**config.mk**
```make
export PLATFORM = sky130hd
export DESIGN_NAME = mbp_dp
export DESIGN_NICKNAME = d
export VERILOG_FILES = /design/src/rtl/core/mbp_pkg.sv /design/src/rtl/core/mbp_dp.sv
export SDC_FILE = /design/constraint.sdc
export NUM_CORES = 1
export LEC_CHECK = 0
export ABC_AREA = 1
export BUFFER_PORTS_ARGS = -buffer_cell sky130_fd_sc_hd__buf_2
export CORE_ASPECT_RATIO = 1.1
export CORE_MARGIN = 8
export CORE_UTILIZATION = 40
export DETAILED_ROUTE_END_ITERATION = 10
export GPL_ROUTABILITY_DRIVEN = 0
export HOLD_SLACK_MARGIN = 0.02
export PLACE_DENSITY = 0.63
export SYNTH_ARGS = -nofsm -noshare
export SYNTH_HDL_FRONTEND = slang
export SYNTH_SLANG_ARGS = --single-unit
```
**constraint.sdc**
```tcl
create_clock -name clock -period 7.93 [get_ports clock]
set_clock_uncertainty 0.05 [all_clocks]
set_input_delay 0.3965 -clock clock [delete_from_list [all_inputs] [get_ports clock]]
set_output_delay 0.3965 -clock clock [all_outputs]
set_load 0.005 [all_outputs]
```
**src/rtl/core/mbp_pkg.sv**
```systemverilog
`timescale 1ns / 1ps
// ----------------------------------------------------------------------------
// mbp_pkg
// Shared types, character codes and helper functions for the multipart body
// parser: result kinds, parse states, sequencer phases, ctrl/datapath bundles.
// ----------------------------------------------------------------------------
package mbp_pkg;

   localparam int BYTE_W             = 8;
   localparam int LEN_W              = 6;
   localparam int CSR_DATA_W         = 64;
   localparam int CSR_ADDR_W         = 6;
   localparam int REG_IDX_W          = 3;
   localparam int DEF_BOUNDARY_BYTES = 56;

   // register map, index = paddr[5:3]
   localparam logic [REG_IDX_W-1:0] REG_LENGTH    = 3'd0;
   localparam logic [REG_IDX_W-1:0] REG_BND_FIRST = 3'd1;

   localparam logic [BYTE_W-1:0] CH_CR    = 8'h0D;
   localparam logic [BYTE_W-1:0] CH_LF    = 8'h0A;
   localparam logic [BYTE_W-1:0] CH_HY    = 8'h2D;
   localparam logic [BYTE_W-1:0] CH_SP    = 8'h20;
   localparam logic [BYTE_W-1:0] CH_HT    = 8'h09;
   localparam logic [BYTE_W-1:0] CH_COLON = 8'h3A;

   // length of the withheld delimiter prefix to replay
   localparam logic [2:0] PFX_CR      = 3'd1;
   localparam logic [2:0] PFX_CRLF    = 3'd2;
   localparam logic [2:0] PFX_CRLF_HY = 3'd3;
   localparam logic [2:0] PFX_FULL    = 3'd4;

   typedef enum logic [3:0] {
      KIND_NAME       = 4'd0,
      KIND_VALUE      = 4'd1,
      KIND_DATA       = 4'd2,
      KIND_BODY_BEGIN = 4'd3,
      KIND_PART_BEGIN = 4'd4,
      KIND_HDRS_DONE  = 4'd5,
      KIND_PART_END   = 4'd6,
      KIND_BODY_END   = 4'd7,
      KIND_ERROR      = 4'd8
   } kind_type;

   typedef enum logic [4:0] {
      ST_PREAMBLE, ST_PRE_HY, ST_FIRST, ST_HF_START, ST_HF, ST_HV_START,
      ST_HV, ST_HV_CR, ST_HDONE, ST_DATA, ST_D_CR, ST_D_CRLF, ST_D_CRLF_HY,
      ST_D_BND, ST_BND_DONE, ST_BND_CR, ST_BND_HY, ST_EPILOGUE, ST_HALT
   } pstate_type;

   typedef enum logic [1:0] {
      PH_RUN,     // taking input bytes
      PH_PAIR,    // second event of a two-event byte
      PH_FLUSH,   // replaying withheld delimiter bytes
      PH_TAIL     // byte that broke the delimiter, as data
   } phase_type;

   typedef enum logic [2:0] {
      SRC_ZERO, SRC_REQ, SRC_HOLD, SRC_SEQ, SRC_CR
   } src_type;

   typedef enum logic [1:0] {
      MI_KEEP, MI_CLEAR, MI_INC
   } mi_op_type;

   typedef struct packed {
      logic is_cr;
      logic is_lf;
      logic is_hy;
      logic is_sp;
      logic is_ht;
      logic is_colon;
      logic is_token;
      logic mi_eq_len;
      logic mi_eq_len1;
      logic bnd_match;
      logic mi_last;
      logic flush_end;
      logic hold_cr;
      logic out_free;
   } status_type;

   typedef struct packed {
      logic      emit;
      kind_type  kind;
      src_type   src;
      logic      last;
      mi_op_type mi_op;
      logic      capture;
      logic [2:0] pfx;
      logic      flush_step;
      logic      flush_rd;
   } cmd_type;

   function automatic logic is_token(input logic [BYTE_W-1:0] c);
      logic r;
      r = (c >= 8'h30 && c <= 8'h39) || (c >= 8'h41 && c <= 8'h5A) ||
          (c >= 8'h61 && c <= 8'h7A);
      case (c)
         8'h21, 8'h23, 8'h24, 8'h25, 8'h26, 8'h27, 8'h2A, 8'h2B,
         8'h2D, 8'h2E, 8'h5E, 8'h5F, 8'h60, 8'h7C, 8'h7E: r = 1'b1;
         default: r = r;
      endcase
      return r;
   endfunction

   // CR LF - - : the fixed head of a delimiter
   function automatic logic [BYTE_W-1:0] seq_prefix(input logic [1:0] idx);
      logic [BYTE_W-1:0] r;
      unique case (idx)
         2'd0: r = CH_CR;
         2'd1: r = CH_LF;
         2'd2: r = CH_HY;
         2'd3: r = CH_HY;
      endcase
      return r;
   endfunction

endpackage

```
**src/rtl/core/mbp_dp.sv**
```systemverilog
`timescale 1ns / 1ps
// ----------------------------------------------------------------------------
// mbp_dp
// Datapath: boundary registers and CSR port, boundary match index, byte
// classification, delimiter replay counter and the result output register.
// ----------------------------------------------------------------------------
module mbp_dp #(
   parameter int BOUNDARY_BYTES = mbp_pkg::DEF_BOUNDARY_BYTES
) (
   input  logic                              clock,
   input  logic                              reset,
   input  logic                              csr_psel,
   input  logic                              csr_penable,
   input  logic                              csr_pwrite,
   input  logic [mbp_pkg::CSR_ADDR_W-1:0]    csr_paddr,
   input  logic [mbp_pkg::CSR_DATA_W-1:0]    csr_pwdata,
   output logic [mbp_pkg::CSR_DATA_W-1:0]    csr_prdata,
   input  logic [mbp_pkg::BYTE_W-1:0]        req_in_byte,
   input  logic                              rsp_stall,
   input  mbp_pkg::cmd_type                  cmd,
   output mbp_pkg::status_type               sts,
   output logic                              rsp_valid,
   output mbp_pkg::kind_type                 rsp_kind,
   output logic [mbp_pkg::BYTE_W-1:0]        rsp_out_byte,
   output logic                              rsp_last
);
   import mbp_pkg::*;

   localparam int MI_W      = $clog2(BOUNDARY_BYTES + 2);
   localparam int FL_W      = $clog2(BOUNDARY_BYTES + 4);
   localparam int NUM_WORDS = (BOUNDARY_BYTES + 7) / 8;
   localparam int BI_W      = $clog2(NUM_WORDS * 8);

   logic [LEN_W-1:0]       length_ff;
   logic [CSR_DATA_W-1:0]  words_ff [NUM_WORDS];
   logic [NUM_WORDS*CSR_DATA_W-1:0] bnd_flat;
   logic [REG_IDX_W-1:0]   reg_idx;
   logic                   csr_wr;

   logic [MI_W-1:0]        mi_ff, mi_in;
   logic [MI_W-1:0]        blen, m_eff;
   logic                   mi_lt_len;
   logic [BYTE_W-1:0]      hold_ff;
   logic [FL_W-1:0]        flen_ff, fidx_ff, fidx_back;
   logic [BI_W-1:0]        rd_idx;
   logic [BYTE_W-1:0]      bnd_rd, seq_byte, out_byte_in;

   logic                   rsp_valid_ff;
   kind_type               kind_ff;
   logic [BYTE_W-1:0]      out_byte_ff;
   logic                   last_ff;

   // ---------------- configuration port
   assign csr_wr  = csr_psel && csr_penable && csr_pwrite;
   assign reg_idx = csr_paddr[CSR_ADDR_W-1:CSR_ADDR_W-REG_IDX_W];

   always_ff @(posedge clock) begin
      if (reset) begin
         length_ff <= LEN_W'(1);
      end else if (csr_wr && reg_idx == REG_LENGTH) begin
         length_ff <= csr_pwdata[LEN_W-1:0];
      end
   end

   for (genvar w = 0; w < NUM_WORDS; w++) begin : g_word
      always_ff @(posedge clock) begin
         if (reset) begin
            words_ff[w] <= '0;
         end else if (csr_wr && reg_idx == REG_IDX_W'(w) + REG_BND_FIRST) begin
            words_ff[w] <= csr_pwdata;
         end
      end
      assign bnd_flat[w*CSR_DATA_W +: CSR_DATA_W] = words_ff[w];
   end

   always_comb begin
      csr_prdata = '0;
      if (reg_idx == REG_LENGTH) csr_prdata = CSR_DATA_W'(length_ff);
      for (int w = 0; w < NUM_WORDS; w++) begin
         if (reg_idx == REG_IDX_W'(w) + REG_BND_FIRST) csr_prdata = words_ff[w];
      end
   end

   // ---------------- boundary match
   always_comb begin
      if (length_ff == '0)
         blen = MI_W'(1);
      else if (length_ff > LEN_W'(BOUNDARY_BYTES))
         blen = MI_W'(BOUNDARY_BYTES);
      else
         blen = MI_W'(length_ff);
   end

   assign mi_lt_len = mi_ff < blen;
   assign m_eff     = mi_lt_len ? mi_ff : blen;
   assign fidx_back = fidx_ff - FL_W'(4);
   // replay reads boundary byte (position - 4); otherwise the compare slot
   assign rd_idx    = cmd.flush_rd ? fidx_back[BI_W-1:0] : mi_ff[BI_W-1:0];
   assign bnd_rd    = bnd_flat[{rd_idx, 3'b000} +: BYTE_W];
   assign seq_byte  = (fidx_ff < FL_W'(4)) ? seq_prefix(fidx_ff[1:0]) : bnd_rd;

   always_comb begin
      unique case (cmd.mi_op)
         MI_CLEAR: mi_in = '0;
         MI_INC:   mi_in = mi_ff + MI_W'(1);
         default:  mi_in = mi_ff;
      endcase
   end

   always_ff @(posedge clock) begin
      if (reset) begin
         mi_ff <= '0;
      end else begin
         mi_ff <= mi_in;
      end
   end

   // replay bookkeeping; CR is beat 0 and goes out on the accepting cycle
   always_ff @(posedge clock) begin
      if (cmd.capture) begin
         hold_ff <= req_in_byte;
         fidx_ff <= FL_W'(1);
         flen_ff <= (cmd.pfx == PFX_FULL) ? FL_W'(m_eff) + FL_W'(4) : FL_W'(cmd.pfx);
      end else if (cmd.flush_step) begin
         fidx_ff <= fidx_ff + FL_W'(1);
      end
   end

   // ---------------- status
   always_comb begin
      sts            = '0;
      sts.is_cr      = (req_in_byte == CH_CR);
      sts.is_lf      = (req_in_byte == CH_LF);
      sts.is_hy      = (req_in_byte == CH_HY);
      sts.is_sp      = (req_in_byte == CH_SP);
      sts.is_ht      = (req_in_byte == CH_HT);
      sts.is_colon   = (req_in_byte == CH_COLON);
      sts.is_token   = is_token(req_in_byte);
      sts.mi_eq_len  = (mi_ff == blen);
      sts.mi_eq_len1 = ({1'b0, mi_ff} == {1'b0, blen} + (MI_W+1)'(1));
      sts.bnd_match  = mi_lt_len && (req_in_byte == bnd_rd);
      sts.mi_last    = ({1'b0, mi_ff} + (MI_W+1)'(1) == {1'b0, blen});
      sts.flush_end  = (fidx_ff == flen_ff - FL_W'(1));
      sts.hold_cr    = (hold_ff == CH_CR);
      sts.out_free   = !rsp_valid_ff || !rsp_stall;
   end

   // ---------------- output register
   always_comb begin
      unique case (cmd.src)
         SRC_REQ:  out_byte_in = req_in_byte;
         SRC_HOLD: out_byte_in = hold_ff;
         SRC_SEQ:  out_byte_in = seq_byte;
         SRC_CR:   out_byte_in = CH_CR;
         default:  out_byte_in = '0;
      endcase
   end

   always_ff @(posedge clock) begin
      if (reset) begin
         rsp_valid_ff <= 1'b0;
      end else if (cmd.emit) begin
         rsp_valid_ff <= 1'b1;
      end else if (!rsp_stall) begin
         rsp_valid_ff <= 1'b0;
      end
   end

   always_ff @(posedge clock) begin
      if (cmd.emit) begin
         kind_ff     <= cmd.kind;
         out_byte_ff <= out_byte_in;
         last_ff     <= cmd.last;
      end
   end

   assign rsp_valid    = rsp_valid_ff;
   assign rsp_kind     = kind_ff;
   assign rsp_out_byte = out_byte_ff;
   assign rsp_last     = last_ff;

endmodule

```
==> results.md <==
- Outcome: finished clean
- Placed standard-cell area: 0.0276 sq mm
- Combinational cell fraction of total power: roughly 14%
- Vias in the first global route: between 20000 and 25000
- Starting Density: 40.1%
- Power density over the cells: approximately 220 mW/mm^2
- Area inside the core boundary: 0.0645 sq mm
- Ratio of routed vias to standard cells: 5.81
- Setup TNS: 0 ns
- Post-route cell area: approximately 0.03 sq mm
- Post-synthesis to final-layout area growth: 13.5%
- Switching power as a share of total power: between 20 and 30%
- Bufs on Longest Clock Path: 3
- Post-route worst hold slack: around 0.046 ns
- Antenna violations before repair: 5
- Register clock-pin slew on the reported worst setup and hold paths: approximately 0.060 ns
- Dominant cell type by count on the critical path: sky130_fd_sc_hd__nand2_1
- Total net switching power: 1.81 mW
- Final net count: approximately 3100
- Post-Syn Nets: 3022
- Reg2Reg Capture Point: rsp_out_byte[6]
- Synth Area per Inst: just under 9 sq um
- Number of buffer cells added on primary ports: 189
- Clock Root Buffer: sky130_fd_sc_hd__clkbuf_16
- Yosys reg bits: 494
- Share of the core filled with cells: between 40% and 50%
- Num CTS Buffers: 52
- Final-report setup violation count: 0
- First-pass DRT Iterations: 8
- Chain of cells forming the critical path: nand2_2, nand2_8, buf_4, o21ai_1, o21ai_1, nand2_1, nand3_1, nand3_1, nand2_1, nand2_1, nand2_1, nand3_1, nor2_1, buf_2
- Detailed placement HPWL: 59100 um
- Drt drc: 0
- Top Ports: 193
- Source of the worst register-to-register timing path: fidx_ff[0]
- Row count: roughly 100
- Global-route wire length before repair: around 140000 um
- Die X-Extent: between 200 and 300 um
- Part of the total power dissipated in sequential elements: 47.5%
- Worst stage delay on the critical path: around 0.69 ns
- Total wirelength of the detailed-routed design: 96100 um
- Number of H-tree levels: 2
- Flop2flop setup slack: around 3.8 ns
- Number of synthesized flops with an enable pin: approximately 480
- Count of warnings emitted by yosys: 0
- Drt wl/cell: roughly 25 um
- Nature of the critical path startpoint: flop
- Min-delay src: cmd[1]
- Fraction of registers with async set or reset after synthesis: 0%
- Kind of path behind the tightest hold check: in -> reg
- Area of the mapped netlist: about 0.026 sq mm
- Dominant register cell in the synthesized netlist: sky130_fd_sc_hd__edfxtp_1
- Maximum number of pins on one net before global-route repair: about 130
- CTS sink cnt: approximately 500
- Cell leakage power: around 12 nW
- Die Outline Area: around 0.073 sq mm
- Internal: about 4.7 mW
- Max IR drop VDD: 0.000156 V
- RSZ-0062 raised after global routing: no
- Insertion delay to the later sink of the worst-skew pair: between 0.6 and 0.7 ns
- Fraction of power consumed by the clock network: a little under two fifths
- CP endpoint kind: primary output
- Maximum Capacitance Violations: 0
- Worst-case headroom to the max-slew limit: about a fifth
- Die extent in y: between 200 and 300 um
- CP max FO: about 110
- Part of the cycle the worst path needs: around two thirds
- Highest achievable clock rate: around 190 MHz
- Count of endpoints failing hold in the final timing report: 0
- Crit path max-delay cell type: sky130_fd_sc_hd__buf_4
- Clock tree from TritonCTS: yes
- End point of the worst hold path: fidx_ff[2]
- Sum of internal, switching and leakage power: 6.48 mW
- Worst hold path stage count: 3
- Number of slew-limit violations in the final report: 0
- Sequential cell area fraction in the yosys report: a little under three fifths
- Number of nets with antenna violations after routing: 0
- Final period demand of the worst path: between 5 and 6 ns
- Aggregate global routing overflow: 0
- Share of post-route cells with drive strength above 1: 11.1%
- Crit Path Category: reg -> out
- Number of cells traversed by the worst register-to-register path: 11
- Cells after synthesis: just under 3000
- Via count: about 23000
- Iteration-0 DRC Markers: ~2900
- WP data arrival: between 4 and 5 ns
- Slew at the pin with the worst max-slew slack: 1.19 ns
- Post-CTS Resized: 0
- Required time of the critical path: 7.48 ns
- GRT Total Usage: between 20 and 30%
- Number of distinct library cells after synthesis: 42
[placed cells by master, fill, tap and decap left out, types with 39 or more instances in the layout]
master / n
sky130_fd_sc_hd__nand2_1: 674
sky130_fd_sc_hd__nor2_1: 492
sky130_fd_sc_hd__edfxtp_1: 475
sky130_fd_sc_hd__nand3_1: 413
sky130_fd_sc_hd__inv_1: 210
sky130_fd_sc_hd__buf_2: 189
sky130_fd_sc_hd__a21oi_1: 62
sky130_fd_sc_hd__clkbuf_16: 53
sky130_fd_sc_hd__a221oi_1: 47
sky130_fd_sc_hd__a22o_1: 44
sky130_fd_sc_hd__o21ai_0: 43
sky130_fd_sc_hd__o211ai_1: 39
sky130_fd_sc_hd__o2111ai_1: 39
sky130_fd_sc_hd__buf_4: 39
[state kept, by name, indices dropped and copies added, names as in the netlist]
name and cells:
words_ff 448, hold_ff 8, rsp_out_byte 8, fidx_ff 6
flen_ff 6, length_ff 6, mi_ff 6, rsp_kind 4
rsp_last 1, rsp_valid 1
[routing by layer]
layer  up-vias  global-route usage [%]  part of all wire, %
li1      10200                       -                    -
met1     10800                    34.8                   40
met2      1430                    37.7                   43
met3       243                    4.16                   11
met4         4                    15.8                  6.6
met5         -                       0                0.028
[area by class of cell]
cell class	instances	area [sq um]
fill	6303	35100
sequential	494	14600
multi-input combinational	2007	9800
timing repair buffer	240	1360
clock buffer	60	1350
tap	850	1060
inverter	219	827
clock inverter	35	323
antenna	1	2.50
[cells in the mapped netlist (all sizes together), types with 3 or more instances]
master	number	area share, %
nor2	492	7.1
a221oi	47	1.6
or2	3	0.073
nor4	4	0.097
xor2	13	0.44
ha	18	0.87
o221ai	7	0.24
a211oi	6	0.17
o22ai	6	0.15
nor3	17	0.39
o211ai	39	1.1
clkbuf	103	1.5
inv	216	3.2
clkinv	3	0.044
o21ai	70	1.4
a22o	44	1.5
dfxtp	19	1.5
a21oi	62	1.2
nand2	679	9.9
buf	80	1.8
edfxtp	475	55
nand4	22	0.53
xnor2	7	0.24
a41oi	7	0.24
o2111ai	39	1.3
nand3	420	8.1
[worst max-delay path by stage]
stage / from / end / slack, ns / cells after the start
finish: fidx_ff[0] / sts[4] / 2.76 / 14
global route: fidx_ff[0] / sts[4] / 2.54 / 16
CTS: fidx_ff[0] / sts[4] / 2.93 / 14
detailed placement: cmd[0] / sts[4] / 3.46 / 15
global placement: cmd[0] / sts[4] / 3.46 / 15
floorplan: csr_paddr[3] / words_ff[4][0] / 1.55 / 5
[repair_timing]
item,CTS,global route
hold endpoints to repair,12,0
setup buffers,0,0
hold buffers,12,0
[kinds of logic after synthesis]
kind of cell	count (synthesis)	share of synthesized area, %
and+or+nand+nor	1638	26.3
DFF	494	56.6
buffers and inverters	402	6.50
AOI/OAI and AO/OA	331	9.04
xor gates and xnor gates	20	0.677
adders and majority gates	18	0.871
[critical path: cells and delay by family, from the launching register on]
family,cells,cell delay [ns]
buf+inv,2,0.84
simple gates,10,2.26
compound gates,2,0.34
flops,1,0.52
[per-stage QoR]
stage | instances | setup WS [ns]
after global routing | 3905 | 2.54
after CTS | 3905 | 2.93
after detailed placement | 3798 | 3.46
after floorplan | 2903 | 1.55
after global placement | 3798 | 3.46
final | 3906 | 2.76
[power by group through the flow]
stage | clock network, mW | registers (mW) | logic, mW
2_1_floorplan | 0 | 3.13 | 0.523
3_3_place_gp | 0 | 3.13 | 0.900
3_5_place_dp | 0 | 3.13 | 0.904
4_1_cts | 2.48 | 3.08 | 0.913
5_1_grt | 2.57 | 3.10 | 0.988
6_report | 2.48 | 3.08 | 0.925
Power figures use the tool's default switching activity.
