==> src/rtl/core/mbp_pkg.sv <==
`timescale 1ns / 1ps
// ----------------------------------------------------------------------------
// mbp_pkg
// Shared types, character codes and helper functions for the multipart body
// parser: result kinds, parse states, sequencer phases, ctrl/datapath bundles.
// ----------------------------------------------------------------------------
package mbp_pkg;

   localparam int BYTE_W             = 8;
   localparam int LEN_W              = 6;
   localparam int CSR_DATA_W         = 64;
   localparam int CSR_ADDR_W         = 6;
   localparam int REG_IDX_W          = 3;
   localparam int DEF_BOUNDARY_BYTES = 56;

   // register map, index = paddr[5:3]
   localparam logic [REG_IDX_W-1:0] REG_LENGTH    = 3'd0;
   localparam logic [REG_IDX_W-1:0] REG_BND_FIRST = 3'd1;

   localparam logic [BYTE_W-1:0] CH_CR    = 8'h0D;
   localparam logic [BYTE_W-1:0] CH_LF    = 8'h0A;
   localparam logic [BYTE_W-1:0] CH_HY    = 8'h2D;
   localparam logic [BYTE_W-1:0] CH_SP    = 8'h20;
   localparam logic [BYTE_W-1:0] CH_HT    = 8'h09;
   localparam logic [BYTE_W-1:0] CH_COLON = 8'h3A;

   // length of the withheld delimiter prefix to replay
   localparam logic [2:0] PFX_CR      = 3'd1;
   localparam logic [2:0] PFX_CRLF    = 3'd2;
   localparam logic [2:0] PFX_CRLF_HY = 3'd3;
   localparam logic [2:0] PFX_FULL    = 3'd4;

   typedef enum logic [3:0] {
      KIND_NAME       = 4'd0,
      KIND_VALUE      = 4'd1,
      KIND_DATA       = 4'd2,
      KIND_BODY_BEGIN = 4'd3,
      KIND_PART_BEGIN = 4'd4,
      KIND_HDRS_DONE  = 4'd5,
      KIND_PART_END   = 4'd6,
      KIND_BODY_END   = 4'd7,
      KIND_ERROR      = 4'd8
   } kind_type;

   typedef enum logic [4:0] {
      ST_PREAMBLE, ST_PRE_HY, ST_FIRST, ST_HF_START, ST_HF, ST_HV_START,
      ST_HV, ST_HV_CR, ST_HDONE, ST_DATA, ST_D_CR, ST_D_CRLF, ST_D_CRLF_HY,
      ST_D_BND, ST_BND_DONE, ST_BND_CR, ST_BND_HY, ST_EPILOGUE, ST_HALT
   } pstate_type;

   typedef enum logic [1:0] {
      PH_RUN,     // taking input bytes
      PH_PAIR,    // second event of a two-event byte
      PH_FLUSH,   // replaying withheld delimiter bytes
      PH_TAIL     // byte that broke the delimiter, as data
   } phase_type;

   typedef enum logic [2:0] {
      SRC_ZERO, SRC_REQ, SRC_HOLD, SRC_SEQ, SRC_CR
   } src_type;

   typedef enum logic [1:0] {
      MI_KEEP, MI_CLEAR, MI_INC
   } mi_op_type;

   typedef struct packed {
      logic is_cr;
      logic is_lf;
      logic is_hy;
      logic is_sp;
      logic is_ht;
      logic is_colon;
      logic is_token;
      logic mi_eq_len;
      logic mi_eq_len1;
      logic bnd_match;
      logic mi_last;
      logic flush_end;
      logic hold_cr;
      logic out_free;
   } status_type;

   typedef struct packed {
      logic      emit;
      kind_type  kind;
      src_type   src;
      logic      last;
      mi_op_type mi_op;
      logic      capture;
      logic [2:0] pfx;
      logic      flush_step;
      logic      flush_rd;
   } cmd_type;

   function automatic logic is_token(input logic [BYTE_W-1:0] c);
      logic r;
      r = (c >= 8'h30 && c <= 8'h39) || (c >= 8'h41 && c <= 8'h5A) ||
          (c >= 8'h61 && c <= 8'h7A);
      case (c)
         8'h21, 8'h23, 8'h24, 8'h25, 8'h26, 8'h27, 8'h2A, 8'h2B,
         8'h2D, 8'h2E, 8'h5E, 8'h5F, 8'h60, 8'h7C, 8'h7E: r = 1'b1;
         default: r = r;
      endcase
      return r;
   endfunction

   // CR LF - - : the fixed head of a delimiter
   function automatic logic [BYTE_W-1:0] seq_prefix(input logic [1:0] idx);
      logic [BYTE_W-1:0] r;
      unique case (idx)
         2'd0: r = CH_CR;
         2'd1: r = CH_LF;
         2'd2: r = CH_HY;
         2'd3: r = CH_HY;
      endcase
      return r;
   endfunction

endpackage

==> src/rtl/core/mbp_ctrl.sv <==
`timescale 1ns / 1ps
// ----------------------------------------------------------------------------
// mbp_ctrl
// Parse state machine and result sequencer. Decides per byte which results
// go out and drives the datapath with one command bundle per cycle.
// ----------------------------------------------------------------------------
module mbp_ctrl (
   input  logic                 clock,
   input  logic                 reset,
   input  logic                 req_valid,
   input  logic                 req_message_start,
   output logic                 req_stall,
   input  mbp_pkg::status_type  sts,
   output mbp_pkg::cmd_type     cmd
);
   import mbp_pkg::*;

   pstate_type parse_state_ff, parse_state_in;
   phase_type  phase_ff, phase_in;
   pstate_type st_eff;
   logic       accept;

   assign req_stall = !(phase_ff == PH_RUN && sts.out_free);
   assign accept    = req_valid && !req_stall;
   assign st_eff    = req_message_start ? ST_PREAMBLE : parse_state_ff;

   function automatic pstate_type field_next(input status_type s);
      pstate_type r;
      if (s.is_token)      r = ST_HF;
      else if (s.is_colon) r = ST_HV_START;
      else if (s.is_cr)    r = ST_HV_CR;
      else                 r = ST_HALT;
      return r;
   endfunction

   function automatic cmd_type put(input cmd_type c, input kind_type k,
                                   input src_type s, input logic l);
      cmd_type r;
      r      = c;
      r.emit = 1'b1;
      r.kind = k;
      r.src  = s;
      r.last = l;
      return r;
   endfunction

   // next state
   always_comb begin
      parse_state_in = parse_state_ff;
      phase_in       = phase_ff;
      unique case (phase_ff)
         PH_RUN: begin
            if (accept) begin
               parse_state_in = st_eff;
               unique case (st_eff)
                  ST_PREAMBLE:
                     if (sts.is_hy) parse_state_in = ST_PRE_HY;
                  ST_PRE_HY:
                     parse_state_in = sts.is_hy ? ST_FIRST : ST_PREAMBLE;
                  ST_FIRST: begin
                     if (sts.mi_eq_len) begin
                        if (!sts.is_cr) parse_state_in = ST_HALT;
                     end else if (sts.mi_eq_len1) begin
                        if (sts.is_lf) begin
                           parse_state_in = ST_HF_START;
                           phase_in       = PH_PAIR;
                        end else begin
                           parse_state_in = ST_HALT;
                        end
                     end else if (!sts.bnd_match) begin
                        parse_state_in = ST_HALT;
                     end
                  end
                  ST_HF_START:
                     parse_state_in = sts.is_cr ? ST_HDONE : field_next(sts);
                  ST_HF:
                     parse_state_in = field_next(sts);
                  ST_HV_START:
                     if (!sts.is_sp && !sts.is_ht)
                        parse_state_in = sts.is_cr ? ST_HV_CR : ST_HV;
                  ST_HV:
                     parse_state_in = sts.is_cr ? ST_HV_CR : ST_HV;
                  ST_HV_CR:
                     parse_state_in = sts.is_lf ? ST_HF_START : ST_HALT;
                  ST_HDONE:
                     parse_state_in = sts.is_lf ? ST_DATA : ST_HALT;
                  ST_DATA:
                     parse_state_in = sts.is_cr ? ST_D_CR : ST_DATA;
                  ST_D_CR: begin
                     if (sts.is_lf) begin
                        parse_state_in = ST_D_CRLF;
                     end else begin
                        parse_state_in = sts.is_cr ? ST_D_CR : ST_DATA;
                        phase_in       = sts.is_cr ? PH_RUN : PH_TAIL;
                     end
                  end
                  ST_D_CRLF: begin
                     if (sts.is_hy) begin
                        parse_state_in = ST_D_CRLF_HY;
                     end else begin
                        parse_state_in = sts.is_cr ? ST_D_CR : ST_DATA;
                        phase_in       = PH_FLUSH;
                     end
                  end
                  ST_D_CRLF_HY: begin
                     if (sts.is_hy) begin
                        parse_state_in = ST_D_BND;
                     end else begin
                        parse_state_in = sts.is_cr ? ST_D_CR : ST_DATA;
                        phase_in       = PH_FLUSH;
                     end
                  end
                  ST_D_BND: begin
                     if (sts.bnd_match) begin
                        parse_state_in = sts.mi_last ? ST_BND_DONE : ST_D_BND;
                     end else begin
                        parse_state_in = sts.is_cr ? ST_D_CR : ST_DATA;
                        phase_in       = PH_FLUSH;
                     end
                  end
                  ST_BND_DONE: begin
                     if (sts.is_cr)      parse_state_in = ST_BND_CR;
                     else if (sts.is_hy) parse_state_in = ST_BND_HY;
                     else                parse_state_in = ST_HALT;
                  end
                  ST_BND_CR: begin
                     if (sts.is_lf) begin
                        parse_state_in = ST_HF_START;
                        phase_in       = PH_PAIR;
                     end else begin
                        parse_state_in = ST_HALT;
                     end
                  end
                  ST_BND_HY: begin
                     if (sts.is_hy) begin
                        parse_state_in = ST_EPILOGUE;
                        phase_in       = PH_PAIR;
                     end else begin
                        parse_state_in = ST_HALT;
                     end
                  end
                  ST_EPILOGUE: parse_state_in = ST_EPILOGUE;
                  default:     parse_state_in = ST_HALT;
               endcase
            end
         end
         PH_PAIR, PH_TAIL: begin
            if (sts.out_free) phase_in = PH_RUN;
         end
         PH_FLUSH: begin
            if (sts.out_free && sts.flush_end)
               phase_in = sts.hold_cr ? PH_RUN : PH_TAIL;
         end
      endcase
   end

   // outputs
   always_comb begin
      cmd          = '0;
      cmd.kind     = KIND_DATA;
      cmd.src      = SRC_ZERO;
      cmd.mi_op    = MI_KEEP;
      cmd.flush_rd = (phase_ff == PH_FLUSH);
      unique case (phase_ff)
         PH_RUN: begin
            if (accept) begin
               cmd.mi_op = req_message_start ? MI_CLEAR : MI_KEEP;
               unique case (st_eff)
                  ST_PRE_HY:
                     if (sts.is_hy) cmd.mi_op = MI_CLEAR;
                  ST_FIRST: begin
                     if (sts.mi_eq_len) begin
                        if (sts.is_cr) cmd.mi_op = MI_INC;
                        else           cmd = put(cmd, KIND_ERROR, SRC_ZERO, 1'b1);
                     end else if (sts.mi_eq_len1) begin
                        if (sts.is_lf) begin
                           cmd       = put(cmd, KIND_BODY_BEGIN, SRC_ZERO, 1'b0);
                           cmd.mi_op = MI_CLEAR;
                        end else begin
                           cmd = put(cmd, KIND_ERROR, SRC_ZERO, 1'b1);
                        end
                     end else if (sts.bnd_match) begin
                        cmd.mi_op = MI_INC;
                     end else begin
                        cmd = put(cmd, KIND_ERROR, SRC_ZERO, 1'b1);
                     end
                  end
                  ST_HF_START, ST_HF: begin
                     // a CR at line start ends the header block, not the field
                     if (!(st_eff == ST_HF_START && sts.is_cr)) begin
                        if (sts.is_token)
                           cmd = put(cmd, KIND_NAME, SRC_REQ, 1'b1);
                        else if (!sts.is_colon && !sts.is_cr)
                           cmd = put(cmd, KIND_ERROR, SRC_ZERO, 1'b1);
                     end
                  end
                  ST_HV_START:
                     if (!sts.is_sp && !sts.is_ht && !sts.is_cr)
                        cmd = put(cmd, KIND_VALUE, SRC_REQ, 1'b1);
                  ST_HV:
                     if (!sts.is_cr) cmd = put(cmd, KIND_VALUE, SRC_REQ, 1'b1);
                  ST_HV_CR:
                     if (!sts.is_lf) cmd = put(cmd, KIND_ERROR, SRC_ZERO, 1'b1);
                  ST_HDONE: begin
                     if (sts.is_lf) cmd = put(cmd, KIND_HDRS_DONE, SRC_ZERO, 1'b1);
                     else           cmd = put(cmd, KIND_ERROR, SRC_ZERO, 1'b1);
                  end
                  ST_DATA:
                     if (!sts.is_cr) cmd = put(cmd, KIND_DATA, SRC_REQ, 1'b1);
                  ST_D_CR: begin
                     if (!sts.is_lf) begin
                        cmd         = put(cmd, KIND_DATA, SRC_CR, sts.is_cr);
                        cmd.capture = 1'b1;
                        cmd.pfx     = PFX_CR;
                     end
                  end
                  ST_D_CRLF: begin
                     if (!sts.is_hy) begin
                        cmd         = put(cmd, KIND_DATA, SRC_CR, 1'b0);
                        cmd.capture = 1'b1;
                        cmd.pfx     = PFX_CRLF;
                     end
                  end
                  ST_D_CRLF_HY: begin
                     if (sts.is_hy) begin
                        cmd.mi_op = MI_CLEAR;
                     end else begin
                        cmd         = put(cmd, KIND_DATA, SRC_CR, 1'b0);
                        cmd.capture = 1'b1;
                        cmd.pfx     = PFX_CRLF_HY;
                     end
                  end
                  ST_D_BND: begin
                     if (sts.bnd_match) begin
                        cmd.mi_op = sts.mi_last ? MI_CLEAR : MI_INC;
                     end else begin
                        cmd         = put(cmd, KIND_DATA, SRC_CR, 1'b0);
                        cmd.capture = 1'b1;
                        cmd.pfx     = PFX_FULL;
                        cmd.mi_op   = MI_CLEAR;
                     end
                  end
                  ST_BND_DONE:
                     if (!sts.is_cr && !sts.is_hy)
                        cmd = put(cmd, KIND_ERROR, SRC_ZERO, 1'b1);
                  ST_BND_CR: begin
                     if (sts.is_lf) cmd = put(cmd, KIND_PART_END, SRC_ZERO, 1'b0);
                     else           cmd = put(cmd, KIND_ERROR, SRC_ZERO, 1'b1);
                  end
                  ST_BND_HY: begin
                     if (sts.is_hy) cmd = put(cmd, KIND_PART_END, SRC_ZERO, 1'b0);
                     else           cmd = put(cmd, KIND_ERROR, SRC_ZERO, 1'b1);
                  end
                  default: cmd.emit = 1'b0;
               endcase
            end
         end
         PH_PAIR: begin
            if (sts.out_free)
               cmd = put(cmd, (parse_state_ff == ST_EPILOGUE) ? KIND_BODY_END
                                                            : KIND_PART_BEGIN,
                         SRC_ZERO, 1'b1);
         end
         PH_FLUSH: begin
            if (sts.out_free) begin
               cmd            = put(cmd, KIND_DATA, SRC_SEQ,
                                    sts.flush_end && sts.hold_cr);
               cmd.flush_step = 1'b1;
            end
         end
         PH_TAIL: begin
            if (sts.out_free) cmd = put(cmd, KIND_DATA, SRC_HOLD, 1'b1);
         end
      endcase
   end

   always_ff @(posedge clock) begin
      if (reset) begin
         parse_state_ff <= ST_PREAMBLE;
         phase_ff       <= PH_RUN;
      end else begin
         parse_state_ff <= parse_state_in;
         phase_ff       <= phase_in;
      end
   end

   a_halt_sticky: assert property (@(posedge clock) disable iff (reset)
      (parse_state_ff == ST_HALT && !(accept && req_message_start))
      |=> parse_state_ff == ST_HALT)
      else $error("parser left halt without message start");

   a_pair_state: assert property (@(posedge clock) disable iff (reset)
      phase_ff == PH_PAIR
      |-> (parse_state_ff == ST_HF_START || parse_state_ff == ST_EPILOGUE))
      else $error("event pair outside part/body boundary");

   a_flush_state: assert property (@(posedge clock) disable iff (reset)
      (phase_ff == PH_FLUSH || phase_ff == PH_TAIL)
      |-> (parse_state_ff == ST_DATA || parse_state_ff == ST_D_CR))
      else $error("delimiter replay outside data section");

   a_more_follows: assert property (@(posedge clock) disable iff (reset)
      (cmd.emit && !cmd.last) |=> phase_ff != PH_RUN)
      else $error("non-final beat not followed by sequencer phase");

endmodule

==> config.mk <==
export PLATFORM = sky130hd
export DESIGN_NAME = mbp_ctrl
export DESIGN_NICKNAME = d
export VERILOG_FILES = /design/src/rtl/core/mbp_pkg.sv /design/src/rtl/core/mbp_ctrl.sv
export SDC_FILE = /design/constraint.sdc
export NUM_CORES = 1
export LEC_CHECK = 0
export BUFFER_PORTS_ARGS = -buffer_cell sky130_fd_sc_hd__buf_2
export CAP_MARGIN = 10
export CORE_ASPECT_RATIO = 0.7
export CORE_MARGIN = 8
export CORE_UTILIZATION = 55
export CTS_CLUSTER_DIAMETER = 30
export DETAILED_ROUTE_END_ITERATION = 12
export PLACE_DENSITY = 0.88
export SLEW_MARGIN = 20
export SYNTH_ARGS = -nofsm -noshare
export SYNTH_HDL_FRONTEND = slang
export SYNTH_SLANG_ARGS = --single-unit
==> constraint.sdc <==
create_clock -name clock -period 2 [get_ports clock]
set_input_delay 0.1 -clock clock [delete_from_list [all_inputs] [get_ports clock]]
set_output_delay 0.1 -clock clock [all_outputs]
set_load 0.005 [all_outputs]
==> flow_summary.ini <==
[critical_path]
arrival_ns = 2.00
worst-setup-path-type = flip-flop to primary output
crit_fanout = 9
end_kind = primary output
critPathRequiredTime_ns = 1.90
cp-start-kind = flip-flop

[yosys]
synthCells = 265
synth_commonest_cells = nand2_1 (29), nor2_1 (26), o21ai_0 (19)
synthAdderAreaFrac_pct = 0
seq_area_frac_synth_pct = 8.31
synth.distinct_cells = 63
synth_compound_area_share_pct = 34.6
synth_fp_nets = 283
synth_edf_count = 0
ys_ff_latch = 7
synth_top_area_share_pct = 8.31
synth_area_leaders = dfxtp_1 (8.3%), nand2_1 (6.5%), nor2_1 (5.8%)
synth_top_cell_by_area = dfxtp_1
synth_top_family_by_area = simple AND/OR/NAND/NOR gates
yosys_warnings = 0
synth-simple-area-share_pct = 45.4
syn_area_per_cell_um2 = 6.36
yosys.cell_count.top_type = nand2_1
netlist_area_um2 = 1690
ys.flop_type = dfxtp_1
async_reset_ff_share_pct = 0
synth_xor_xnor_area_share_pct = 1.04
synthMuxAreaShare_pct = 0.594

[clock_tree]
root_buffer = clkbuf_8
clk_pin_slew_ns = 0.05
clk_latency_ns = 0.24
cts_tree = yes
holdBufCountCts = 0
cts.sinks = 7
cts_max_path_buffers = 2
cts_buffers = 3
htreeDepth = 1

[floorplanning]
die_area_um2 = 5120
ios = 36
core_um2 = 2860
die_h_um = 62.3
start_util_pct = 58.9
rows = 16
die_w_um = 82.2

[grt]
grt_pass1_wl_mm = 11.7
grt_pass1_vias = 2377
overflow = 0
grt_max_degree = 20
antenna_found_initial = 0
track_usage_pct = 28.0

[sta]
setup_slack_ns = -0.0999
finalClockSkew_ns = 0.00782
slew_headroom_pct = 42.3
drv_slew = 0
hold_viol_final = 0
finalCriticalPeriod_ns = 2.10
worst_pin_slew_ns = 0.856
rsz0062_at_grt = true
period_share_pct = 105
setup_viol_count_final = 6
fmax_mhz = 476

[place]
gp_congestion = 1.19
hpwlAfterDp_mm = 5.36
io_buffers = 35
dpl.cell_count = 346

[finish]
utilization_pct = 82.4
nNetsFinal = 345
drive_above_1_share_pct = 37.7
fill_cells = 200
final_cells = 362
seqCellArea_um2 = 154
antennaDiodeCount = 0
syn2layout_area_growth_pct = 39.9
multi_input_area_um2 = 1520

[detailed_routing]
dr.first_iter.drc_count = 640
via_per_inst = 7.28
first_pass_iters = 7
drc = 0
wirelength_mm = 8.07
postRouteAntennaNets = 0
vias = 2637
wl_per_cell_um = 22.3

[flow_run]
max_cap_viol_count = 0

[pwr]
power_leakage_uw = 0.000966
finalPower_uw = 678
ir_drop_uv = 164
p_per_area_nw_per_um2 = 288

[status]
status = complete, but fails checks
violations = negative setup slack

[hold_path]
hold_path.class = primary input to flip-flop
==> final timing paths <==
path	from	cells past startpoint	slack, ns	to
max	parse_state_ff[0]	7	-0.1	cmd[15]
min	reset	2	0.15	parse_state_ff[4]
max reg2reg	parse_state_ff[0]	7	-0.02	parse_state_ff[1]
min reg2reg	parse_state_ff[2]	2	0.60	parse_state_ff[2]
==> report_power, final <==
part           switching, uW  internal [uW]  leakage (uW)  total, uW
logic                    184            122      0.000883        305
registers               11.7            142     0.0000600        154
clock network           79.8            140     0.0000228        219
total                    275            403      0.000966        678
==> cells in the final DEF, fill, tap and decap left out, types with 3 or more instances in the layout <==
cell type  count
a31oi_1       10
nor3b_1        6
nand4_1        3
o22ai_1        5
nor2b_1        6
nor2_1        24
nand3_1        9
buf_2         35
buf_4         45
and2_1         4
o21ai_0       19
a211oi_1       3
nand3b_1       3
nor4b_4        3
nand2b_1       4
dfxtp_4        3
o21ai_1        6
inv_1          6
and3_1         3
nor4_1         4
nor3_1         7
nor3_4         3
clkbuf_8       3
a21oi_1       17
nand2_1       27
==> logic make-up (layout without fill, tap and decap cells) <==
logic type,after synthesis,count (layout)
compound gates,90,90
flops,7,7
buf+inv,33,94
mux,1,1
simple gates,132,132
xor+xnor,2,2
==> final cells by class <==
type	instances	area share, %
sequential	7	6.53
tap	36	1.91
multi-input combinational	225	64.5
clock buffer	4	1.91
inverter	6	0.955
timing repair buffer	84	24.2
==> repair_timing <==
item                                    CTS  global route
gates cloned                              0             0
gates resized for setup                  18            22
buffers inserted                          4             8
pin swaps                                 4            13
endpoints found under the setup margin   13            12
==> stage by stage <==
step	setup TNS, ns	cell area (um2)	hold slack, ns	setup WS (ns)
floorplan	0	1690	0.172	0.333
global placement	0	2050	0.382	0.0788
detailed placement	0	2050	0.390	0.0210
CTS	-0.0496	2190	0.142	-0.0215
global route	-0.984	2360	0.155	-0.194
finish	-0.462	2360	0.154	-0.0999
==> worst max-delay path, stage by stage (launching register included) <==
cell      delay [ns]
dfxtp_4         0.36
buf_6           0.15
nor3b_1         0.32
o21ai_1         0.20
nor4_1          0.28
a211oi_2        0.10
a31oi_1         0.21
buf_2           0.14
==> registers in the layout, indices dropped and copies added, names as in the netlist <==
register	count
parse_state_ff	5
phase_ff	2
==> metal layers <==
layer | up-vias | share of wire (%) | wire length (um) | GRT usage [%]
met5 | - | 0 | 0 | 0
met3 | 89 | 16 | 1250 | 11.1
met1 | 1148 | 38 | 3060 | 36.6
li1 | 1120 | - | - | -
met2 | 280 | 39 | 3190 | 39.3
met4 | 0 | 7.1 | 570 | 11.1
Note: power is estimated with default switching activity, not from simulation.
